--- src/design/idq_pkg.sv ---
// Shared types, sizes and helper functions for the indexed double-ended queue.
// No dependencies; every other file in this block imports it.
`timescale 1ns / 1ps
`default_nettype none

package idq_pkg;

   // Queue geometry
   localparam int DEPTH       = 16;
   localparam int VALUE_WIDTH = 32;
   localparam int IDX_W       = $clog2(DEPTH);
   localparam int CNT_W       = $clog2(DEPTH + 1);
   localparam int SUM_W       = CNT_W + 1;

   // Field widths of the request and response transfers
   localparam int OPCODE_W = 3;
   localparam int POS_W    = 4;
   localparam int DATA_W   = 32;
   localparam int STATUS_W = 2;
   localparam int OCC_W    = 5;
   localparam int CMP_W    = (POS_W > CNT_W) ? POS_W : CNT_W;

   // Command queue between the front and back halves
   localparam int CMDQ_DEPTH = 2;
   localparam int CMDQ_IDX_W = $clog2(CMDQ_DEPTH);
   localparam int CMDQ_CNT_W = $clog2(CMDQ_DEPTH + 1);

   typedef enum logic [OPCODE_W-1:0] {
      OP_PUSH_FRONT = 3'd0,
      OP_PUSH_BACK  = 3'd1,
      OP_POP_FRONT  = 3'd2,
      OP_POP_BACK   = 3'd3,
      OP_READ       = 3'd4,
      OP_WRITE      = 3'd5
   } opcode_type;

   typedef enum logic [STATUS_W-1:0] {
      ST_OK    = 2'd0,
      ST_EMPTY = 2'd1,
      ST_FULL  = 2'd2
   } status_type;

   // One classified request, handed from the front to the back
   typedef struct packed {
      logic                   mem_we;
      logic                   mem_re;
      logic [IDX_W-1:0]       addr;
      logic [VALUE_WIDTH-1:0] wdata;
      status_type             status;
      logic [OCC_W-1:0]       occupancy;
   } cmd_type;

   // Sign-extend or truncate a request value into the stored width
   function automatic logic [VALUE_WIDTH-1:0] to_store(input logic [DATA_W-1:0] v);
      logic [63:0] wide;
      wide = 64'($signed(v));
      return wide[VALUE_WIDTH-1:0];
   endfunction

   // Sign-extend a stored value and trim it to the response field
   function automatic logic [DATA_W-1:0] to_out(input logic [VALUE_WIDTH-1:0] v);
      logic [63:0] wide;
      wide = 64'($signed(v));
      return wide[DATA_W-1:0];
   endfunction

endpackage

`default_nettype wire

--- src/design/idq_req_if.sv ---
// Request channel: valid/ready handshake with opcode, position and value.
// Depends on idq_pkg for field widths.
`timescale 1ns / 1ps
`default_nettype none

interface idq_req_if import idq_pkg::*; ();
   logic                     valid;
   logic                     ready;
   logic [OPCODE_W-1:0]      opcode;
   logic [POS_W-1:0]         position;
   logic signed [DATA_W-1:0] item_value;

   modport source (output valid, output opcode, output position, output item_value,
                   input ready);
   modport sink   (input valid, input opcode, input position, input item_value,
                   output ready);
endinterface

`default_nettype wire

--- src/design/idq_rsp_if.sv ---
// Response channel: valid/ready handshake with value, status and occupancy.
// Depends on idq_pkg for field widths.
`timescale 1ns / 1ps
`default_nettype none

interface idq_rsp_if import idq_pkg::*; ();
   logic                     valid;
   logic                     ready;
   logic signed [DATA_W-1:0] result_value;
   logic [STATUS_W-1:0]      status;
   logic [OCC_W-1:0]         occupancy;

   modport source (output valid, output result_value, output status, output occupancy,
                   input ready);
   modport sink   (input valid, input result_value, input status, input occupancy,
                   output ready);
endinterface

`default_nettype wire

--- src/design/idq_front.sv ---
// Front half: accepts requests, owns front pointer and count, emits commands.
// Depends on idq_pkg and idq_req_if.
`timescale 1ns / 1ps
`default_nettype none

module idq_front import idq_pkg::*; (
   input  logic    clock,
   input  logic    reset,
   idq_req_if.sink req,
   output cmd_type cmd,
   output logic    cmd_valid,
   input  logic    cmd_ready
);

   logic [IDX_W-1:0] front_ff, front_in;
   logic [CNT_W-1:0] count_ff, count_in;
   logic             accept;
   logic             full;
   logic             empty;
   logic             pos_ok;

   // (base + off) mod DEPTH; both operands stay below DEPTH when used
   function automatic logic [IDX_W-1:0] ring_add(input logic [IDX_W-1:0] base,
                                                 input logic [CNT_W-1:0] off);
      logic [SUM_W-1:0] sum;
      sum = SUM_W'(base) + SUM_W'(off);
      if (sum >= SUM_W'(DEPTH)) sum = sum - SUM_W'(DEPTH);
      return sum[IDX_W-1:0];
   endfunction

   assign req.ready = cmd_ready;
   assign cmd_valid = req.valid;
   assign accept    = req.valid && cmd_ready;

   assign full   = (count_ff >= CNT_W'(DEPTH));
   assign empty  = (count_ff == '0);
   assign pos_ok = (CMP_W'(req.position) < CMP_W'(count_ff));

   always_comb begin
      front_in      = front_ff;
      count_in      = count_ff;
      cmd.mem_we    = 1'b0;
      cmd.mem_re    = 1'b0;
      cmd.addr      = front_ff;
      cmd.wdata     = to_store(req.item_value);
      cmd.status    = ST_OK;
      case (req.opcode)
         OP_PUSH_FRONT: begin
            if (full) begin
               cmd.status = ST_FULL;
            end else begin
               front_in   = (front_ff == '0) ? IDX_W'(DEPTH - 1) : front_ff - 1'b1;
               cmd.mem_we = 1'b1;
               cmd.addr   = front_in;
               count_in   = count_ff + 1'b1;
            end
         end
         OP_PUSH_BACK: begin
            if (full) begin
               cmd.status = ST_FULL;
            end else begin
               cmd.mem_we = 1'b1;
               cmd.addr   = ring_add(front_ff, count_ff);
               count_in   = count_ff + 1'b1;
            end
         end
         OP_POP_FRONT: begin
            if (empty) begin
               cmd.status = ST_EMPTY;
            end else begin
               cmd.mem_re = 1'b1;
               cmd.addr   = front_ff;
               front_in   = (front_ff == IDX_W'(DEPTH - 1)) ? '0 : front_ff + 1'b1;
               count_in   = count_ff - 1'b1;
            end
         end
         OP_POP_BACK: begin
            if (empty) begin
               cmd.status = ST_EMPTY;
            end else begin
               cmd.mem_re = 1'b1;
               cmd.addr   = ring_add(front_ff, count_ff - 1'b1);
               count_in   = count_ff - 1'b1;
            end
         end
         OP_READ: begin
            if (!pos_ok) begin
               cmd.status = ST_EMPTY;
            end else begin
               cmd.mem_re = 1'b1;
               cmd.addr   = ring_add(front_ff, CNT_W'(req.position));
            end
         end
         OP_WRITE: begin
            if (!pos_ok) begin
               cmd.status = ST_EMPTY;
            end else begin
               cmd.mem_we = 1'b1;
               cmd.addr   = ring_add(front_ff, CNT_W'(req.position));
            end
         end
         default: begin
            cmd.status = ST_EMPTY;
         end
      endcase
      cmd.occupancy = OCC_W'(count_in);
   end

   always_ff @(posedge clock) begin
      if (reset) begin
         front_ff <= '0;
         count_ff <= '0;
      end else if (accept) begin
         front_ff <= front_in;
         count_ff <= count_in;
      end
   end

`ifndef SYNTHESIS
   a_count_bound: assert property (@(posedge clock) disable iff (reset)
      count_ff <= CNT_W'(DEPTH))
      else $error("element count above depth");

   a_front_bound: assert property (@(posedge clock) disable iff (reset)
      front_ff <= IDX_W'(DEPTH - 1))
      else $error("front pointer outside ring");

   a_full_only_at_depth: assert property (@(posedge clock) disable iff (reset)
      accept && cmd.status == ST_FULL |-> count_ff == CNT_W'(DEPTH))
      else $error("full status with free space");

   a_push_grows: assert property (@(posedge clock) disable iff (reset)
      accept && cmd.mem_we && (req.opcode == OP_PUSH_FRONT || req.opcode == OP_PUSH_BACK)
      |=> count_ff == $past(count_ff) + 1'b1)
      else $error("successful push did not grow count");

   a_no_read_and_write: assert property (@(posedge clock) disable iff (reset)
      accept |-> !(cmd.mem_we && cmd.mem_re))
      else $error("command both reads and writes");
`endif

endmodule

`default_nettype wire

--- src/design/idq_cmd_fifo.sv ---
// Two-entry command queue between front and back halves.
// Depends on idq_pkg for cmd_type and queue sizes.
`timescale 1ns / 1ps
`default_nettype none

module idq_cmd_fifo import idq_pkg::*; (
   input  logic    clock,
   input  logic    reset,
   input  cmd_type push_cmd,
   input  logic    push_valid,
   output logic    push_ready,
   output cmd_type pop_cmd,
   output logic    pop_valid,
   input  logic    pop_ready
);

   cmd_type                entry_ff [CMDQ_DEPTH];
   logic [CMDQ_IDX_W-1:0]  wr_ptr_ff, wr_ptr_in;
   logic [CMDQ_IDX_W-1:0]  rd_ptr_ff, rd_ptr_in;
   logic [CMDQ_CNT_W-1:0]  fill_ff, fill_in;
   logic                   do_push;
   logic                   do_pop;

   assign push_ready = (fill_ff != CMDQ_CNT_W'(CMDQ_DEPTH));
   assign pop_valid  = (fill_ff != '0);
   assign pop_cmd    = entry_ff[rd_ptr_ff];
   assign do_push    = push_valid && push_ready;
   assign do_pop     = pop_valid && pop_ready;

   always_comb begin
      wr_ptr_in = wr_ptr_ff;
      rd_ptr_in = rd_ptr_ff;
      fill_in   = fill_ff;
      if (do_push) begin
         wr_ptr_in = (wr_ptr_ff == CMDQ_IDX_W'(CMDQ_DEPTH - 1)) ? '0 : wr_ptr_ff + 1'b1;
      end
      if (do_pop) begin
         rd_ptr_in = (rd_ptr_ff == CMDQ_IDX_W'(CMDQ_DEPTH - 1)) ? '0 : rd_ptr_ff + 1'b1;
      end
      if (do_push && !do_pop) begin
         fill_in = fill_ff + 1'b1;
      end else if (do_pop && !do_push) begin
         fill_in = fill_ff - 1'b1;
      end
   end

   always_ff @(posedge clock) begin
      if (reset) begin
         wr_ptr_ff <= '0;
         rd_ptr_ff <= '0;
         fill_ff   <= '0;
      end else begin
         wr_ptr_ff <= wr_ptr_in;
         rd_ptr_ff <= rd_ptr_in;
         fill_ff   <= fill_in;
      end
   end

   always_ff @(posedge clock) begin
      if (do_push) begin
         entry_ff[wr_ptr_ff] <= push_cmd;
      end
   end

endmodule

`default_nettype wire

--- src/design/idq_back.sv ---
// Back half: executes commands against the entry store, holds the response.
// Depends on idq_pkg and idq_rsp_if.
`timescale 1ns / 1ps
`default_nettype none

module idq_back import idq_pkg::*; (
   input  logic         clock,
   input  logic         reset,
   input  cmd_type      cmd,
   input  logic         cmd_valid,
   output logic         cmd_ready,
   idq_rsp_if.source    rsp
);

   logic [VALUE_WIDTH-1:0] mem [DEPTH];
   logic [VALUE_WIDTH-1:0] rdata_ff;
   logic                   stage_valid_ff;
   logic                   stage_re_ff;
   status_type             stage_status_ff;
   logic [OCC_W-1:0]       stage_occ_ff;
   logic                   take;

   // Response register frees up when empty or when its transfer completes
   assign cmd_ready = !stage_valid_ff || rsp.ready;
   assign take      = cmd_valid && cmd_ready;

   always_ff @(posedge clock) begin
      if (take && cmd.mem_we) begin
         mem[cmd.addr] <= cmd.wdata;
      end
      if (take && cmd.mem_re) begin
         rdata_ff <= mem[cmd.addr];
      end
   end

   always_ff @(posedge clock) begin
      if (reset) begin
         stage_valid_ff <= 1'b0;
      end else if (cmd_ready) begin
         stage_valid_ff <= cmd_valid;
      end
   end

   always_ff @(posedge clock) begin
      if (take) begin
         stage_re_ff     <= cmd.mem_re;
         stage_status_ff <= cmd.status;
         stage_occ_ff    <= cmd.occupancy;
      end
   end

   assign rsp.valid        = stage_valid_ff;
   assign rsp.result_value = stage_re_ff ? $signed(to_out(rdata_ff)) : '0;
   assign rsp.status       = stage_status_ff;
   assign rsp.occupancy    = stage_occ_ff;

endmodule

`default_nettype wire

--- src/design/indexed_double_ended_queue.sv ---
// Top level of the indexed double-ended queue: front, command queue, back.
// Depends on idq_pkg, idq_req_if, idq_rsp_if, idq_front, idq_cmd_fifo, idq_back.
//
//   Channel   Dir  Handshake      Payload
//   req_if    in   valid/ready    opcode[2:0], position[3:0], item_value[31:0]
//   rsp_if    out  valid/ready    result_value[31:0], status[1:0], occupancy[4:0]
//
// One request per cycle while rsp_if.ready stays high; each transfer yields
// exactly one response (command queue stage, then store access into the
// response register). The store has a single port, used once per command.
// Reset is synchronous and clears pointer, count and all valid flags; the
// store is not cleared, since only live entries are ever read.
// A stalled response holds its register; the two-entry command queue then
// fills and req_if.ready drops until the response transfer completes.
`timescale 1ns / 1ps
`default_nettype none

module indexed_double_ended_queue import idq_pkg::*; (
   input  logic      clock,
   input  logic      reset,
   idq_req_if.sink   req_if,
   idq_rsp_if.source rsp_if
);

   // Front side of the command queue
   cmd_type front_cmd;
   logic    front_valid;
   logic    front_ready;

   // Back side of the command queue
   cmd_type back_cmd;
   logic    back_valid;
   logic    back_ready;

   // Front: classifies each request against pointer and count, updates them
   // at once so the next request sees the new state
   idq_front u_front (
      .clock     (clock),
      .reset     (reset),
      .req       (req_if),
      .cmd       (front_cmd),
      .cmd_valid (front_valid),
      .cmd_ready (front_ready)
   );

   // Decouples acceptance from the response stall
   idq_cmd_fifo u_cmd_fifo (
      .clock      (clock),
      .reset      (reset),
      .push_cmd   (front_cmd),
      .push_valid (front_valid),
      .push_ready (front_ready),
      .pop_cmd    (back_cmd),
      .pop_valid  (back_valid),
      .pop_ready  (back_ready)
   );

   // Back: in-order store access, so writes always land before later reads
   idq_back u_back (
      .clock     (clock),
      .reset     (reset),
      .cmd       (back_cmd),
      .cmd_valid (back_valid),
      .cmd_ready (back_ready),
      .rsp       (rsp_if)
   );

endmodule

`default_nettype wire

--- src/flat_wrapper.sv ---
// flat-port wrapper written by rule: the top's interface ports become plain ports
module indexed_double_ended_queue_flat import idq_pkg::*;
  (clock, reset, req_if_valid, req_if_opcode, req_if_position, req_if_item_value, req_if_ready, rsp_if_valid, rsp_if_result_value, rsp_if_status, rsp_if_occupancy, rsp_if_ready);
  idq_req_if req_if_i ();
  idq_rsp_if rsp_if_i ();
  input  logic clock;
  input  logic reset;
  input wire logic [$bits(req_if_i.valid)-1:0] req_if_valid;
  input wire logic [$bits(req_if_i.opcode)-1:0] req_if_opcode;
  input wire logic [$bits(req_if_i.position)-1:0] req_if_position;
  input wire logic [$bits(req_if_i.item_value)-1:0] req_if_item_value;
  output wire logic [$bits(req_if_i.ready)-1:0] req_if_ready;
  output wire logic [$bits(rsp_if_i.valid)-1:0] rsp_if_valid;
  output wire logic [$bits(rsp_if_i.result_value)-1:0] rsp_if_result_value;
  output wire logic [$bits(rsp_if_i.status)-1:0] rsp_if_status;
  output wire logic [$bits(rsp_if_i.occupancy)-1:0] rsp_if_occupancy;
  input wire logic [$bits(rsp_if_i.ready)-1:0] rsp_if_ready;
  assign req_if_i.valid = req_if_valid;
  assign req_if_i.opcode = req_if_opcode;
  assign req_if_i.position = req_if_position;
  assign req_if_i.item_value = req_if_item_value;
  assign req_if_ready = req_if_i.ready;
  assign rsp_if_valid = rsp_if_i.valid;
  assign rsp_if_result_value = rsp_if_i.result_value;
  assign rsp_if_status = rsp_if_i.status;
  assign rsp_if_occupancy = rsp_if_i.occupancy;
  assign rsp_if_i.ready = rsp_if_ready;
  indexed_double_ended_queue u_core (.clock(clock), .reset(reset), .req_if(req_if_i), .rsp_if(rsp_if_i));
endmodule
--- config.mk ---
export PLATFORM = sky130hd
export DESIGN_NAME = indexed_double_ended_queue_flat
export DESIGN_NICKNAME = d
export VERILOG_FILES = /design/src/design/idq_pkg.sv /design/src/design/idq_req_if.sv /design/src/design/idq_rsp_if.sv /design/src/design/idq_front.sv /design/src/design/idq_cmd_fifo.sv /design/src/design/idq_back.sv /design/src/design/indexed_double_ended_queue.sv /design/src/flat_wrapper.sv
export SDC_FILE = /design/constraint.sdc
export NUM_CORES = 1
export LEC_CHECK = 0
export ABC_AREA = 1
export BUFFER_PORTS_ARGS = -buffer_cell sky130_fd_sc_hd__buf_4
export CAP_MARGIN = 10
export CORE_MARGIN = 4
export CORE_UTILIZATION = 25
export CTS_BUF_LIST = sky130_fd_sc_hd__clkbuf_4 sky130_fd_sc_hd__clkbuf_8
export DETAILED_ROUTE_END_ITERATION = 10
export HOLD_SLACK_MARGIN = 0.15
export PLACE_DENSITY = 0.38
export SLEW_MARGIN = 20
export SYNTH_ARGS = -nofsm -noshare
export SYNTH_HDL_FRONTEND = slang
export SYNTH_SLANG_ARGS = --single-unit
--- constraint.sdc ---
create_clock -name clock -period 4.3 [get_ports clock]
set_clock_uncertainty 0.15 [all_clocks]
set_input_delay 0.215 -clock clock [delete_from_list [all_inputs] [get_ports clock]]
set_output_delay 0.215 -clock clock [all_outputs]
set_load 0.02 [all_outputs]
==> impl_metrics.json <==
{
  "critical_path_arrival_ns": 3.31,
  "postCtsHoldBufs": 78,
  "nFillCells": 10400,
  "setup_viol": 0,
  "worstPathCellList": "inv_4 > or2_1 > o21ai_2 > inv_2 > nor2_4 > inv_1 > nor2_4 > buf_4",
  "first_global_vias": 17100,
  "tns_ns": 0,
  "p_clk_frac": 0.276,
  "cts_buffers": 117,
  "globalplace.congestion": 0.778,
  "drive_gt1_frac": 0.147,
  "die_w_um": 329,
  "grt_start_max_net_pins": 129,
  "cts_tree": "yes",
  "clk_root_buffer_cell": "clkbuf_8",
  "final_cell_mix": "nand2_1, edfxtp_1, nand4_1",
  "p_seq_frac": 0.430,
  "timing.final.crit_share": 0.702,
  "hpwl_um": 40300,
  "fin_crit_ns": 3.02,
  "postSynthCellCount": 2051,
  "cellLeakagePower_nw": 11.2,
  "critPathSlowestCell": "dfxtp_2",
  "synth-seq-cells": 657,
  "fp-row-count": 117,
  "clock_path_buffers": 3,
  "dieHeight_um": 329,
  "crit_type": "reg2reg",
  "num-nets-final": 2355,
  "crit_path_start_kind": "flip-flop",
  "grt_pass1_wl_um": 112000,
  "drcViolationCount": 0,
  "power.density_nw_per_um2": 646,
  "firstDrtPassIters": 5,
  "postSynthAreaPerCell_um2": 12.6,
  "antenna_found_initial": 2,
  "slew_headroom": 0.445,
  "synth-edff-count": 642,
  "async_reset_ff_frac": 0,
  "dieArea_um2": 108000,
  "ir_drop_v": 0.000664,
  "combPwrFrac": 0.294,
  "swShare": 0.358,
  "r2r-end": "u_core.u_back.mem[6][13]",
  "hold_path.class": "in2reg",
  "status": "completed",
  "finalMaxSlewViolations": 0,
  "cp_max_fo": 34,
  "synth-main-ff-cell": "edfxtp_1",
  "grt-ovfl-total": 0,
  "hold_viol": 0,
  "maxCapViolCount": 0,
  "synth.distinct_cells": 37,
  "p_total_mw": 20.3,
  "worstSkewPairLatency_ns": 0.75,
  "path_common_cell": "nor2_4",
  "yosysSeqAreaShare": 0.758,
  "rr_worst_depth": 8,
  "ys_warn_count": 0,
  "yosysTopAreaCell": "edfxtp_1",
  "worst_setup_path_end_kind": "flip-flop",
  "cts_resized": 0,
  "holdPathStages": 5,
  "reg2reg_setup_slack_ns": 1.28,
  "postRouteAntennaNets": 0,
  "wl_per_cell_um": 20.3,
  "synth_top_area_share": 0.747,
  "syn-num-nets": 2116,
  "grt_use_total": 0.140,
  "core_area_um2": 102000,
  "min_from": "reset",
  "p_sw_mw": 7.26,
  "pre_cts_ws_ns": 1.16,
  "initial_core_util": 0.253,
  "layout_commonest_cell": "nand2_1",
  "vias_per_cell": 4.38,
  "ios": 84,
  "tightest_slew_ns": 0.833,
  "syn-cell-area_um2": 25800,
  "post-route-util": 0.307,
  "synthToLayoutAreaGrowth_pct": 21.6,
  "drtIter0Drc": 1061,
  "fin_ws_ns": 1.28,
  "clk_pin_slew_ns": 0.05,
  "rsz0062_at_grt": "no",
  "dr_total_vias": 16400,
  "crit_required_ns": 4.59,
  "synth_area_leaders": "edfxtp_1, nand2_1, nand4_1",
  "critPathMaxStageDelay_ns": 0.63,
  "p_int_mw": 13.0,
  "portBuffers": 83,
  "wirelength_um": 75900,
  "min_to": "u_core.u_front.count_ff[1]",
  "clock_sinks": 657,
  "fmax_ghz": 0.331,
  "cts_setup_buffers": 0,
  "cts_htree_levels": 3
}
==> stage by stage <==
step	hold slack, ns	instance area [µm²]	std cells
final	0.244	31400	3747
after global routing	0.256	31400	3747
after CTS	0.155	31400	3746
after detailed placement	0.255	28400	3461
after global placement	0.253	28400	3461
after floorplan	0.137	25800	2051
==> cells by family after synthesis <==
family / Yosys count / share of synthesized area
AND/OR/NAND/NOR: 1118 / 0.181
flip-flops: 657 / 0.758
buffers and inverters: 177 / 0.0304
AO/OA/AOI/OAI: 64 / 0.0142
adder cells (fa/ha/maj): 22 / 0.0115
XOR/XNOR: 13 / 0.00441
==> metal layers <==
| metal | part of all wire | routed length (µm) | global-route usage |
|---|---|---|---|
| met1 | 0.47 | 35300 | 0.189 |
| met2 | 0.47 | 35800 | 0.231 |
| met3 | 0.043 | 3290 | 0.0259 |
| met4 | 0.020 | 1540 | 0.0348 |
| met5 | 0 | 0 | 0 |
==> registers in the layout (all words and copies together), names as in the netlist, named ones only <==
register and flops:
u_core.u_back.mem 512, u_core.u_back.rdata_ff 32, u_core.u_back.rsp.occupancy 5, u_core.u_back.rsp.status 2
u_core.u_back.rsp.valid 1, u_core.u_back.stage_re_ff 1, u_core.u_cmd_fifo.entry_ff 90, u_core.u_cmd_fifo.fill_ff 2
u_core.u_cmd_fifo.rd_ptr_ff 1, u_core.u_cmd_fifo.wr_ptr_ff 1, u_core.u_front.count_ff 5, u_core.u_front.front_ff 4
==> cell usage after synthesis, types with 5 or more instances <==
cell,count
o211ai_1,7
nand2_1,872
buf_2,60
o21ai_0,23
inv_2,5
nand4_1,162
edfxtp_1,642
inv_1,83
dfxtp_1,15
xor2_1,10
a21oi_1,23
buf_4,9
clkbuf_1,16
nand3_1,24
ha_1,19
nor2_1,46
==> layout make-up <==
cell class,count,area [µm²],area share
Sequential cell,657,19600,0.624
Clock inverter,41,265,0.00845
Timing Repair Buffer,207,1900,0.0605
Tap cell,1368,1710,0.0545
Clock buffer,166,1980,0.0630
Multi-Input combinational cell,1217,5620,0.179
Inverter,90,343,0.0109
Antenna cell,1,2.50,0.0000797
==> worst max-delay path, delay by kind of cell (launching register included) <==
kind                   cells  cell delay, ns
AOI/OAI and AO/OA          1            0.13
and+or+nand+nor            3            0.91
DFF                        1            0.63
buffers and inverters      4            0.91
==> worst max path at each step <==
stage                            startpoint                        to  slack (ns)  depth (start not counted)
floorplan           u_core.u_back.rsp.valid   u_core.u_back.mem[0][0]        0.73                          7
global placement                  flip-flop  u_core.u_back.mem[6][16]        1.18                          6
detailed placement                flip-flop  u_core.u_back.mem[6][17]        1.16                          8
CTS                               flip-flop  u_core.u_back.mem[6][12]        1.19                          8
global route                      flip-flop  u_core.u_back.mem[6][14]        1.06                          8
finish                            flip-flop  u_core.u_back.mem[6][13]        1.28                          8
==> power by group through the flow <==
stage               combinational, mW  sequential, mW  clock [mW]
finish                           5.97            8.73        5.59
CTS                              6.19            8.75        5.81
detailed placement               6.11            8.87           0
floorplan                        3.53            8.76           0
global route                     6.68            8.79        6.13
global placement                 6.08            8.87           0
No activity file was read; power rests on OpenSTA's default activity.
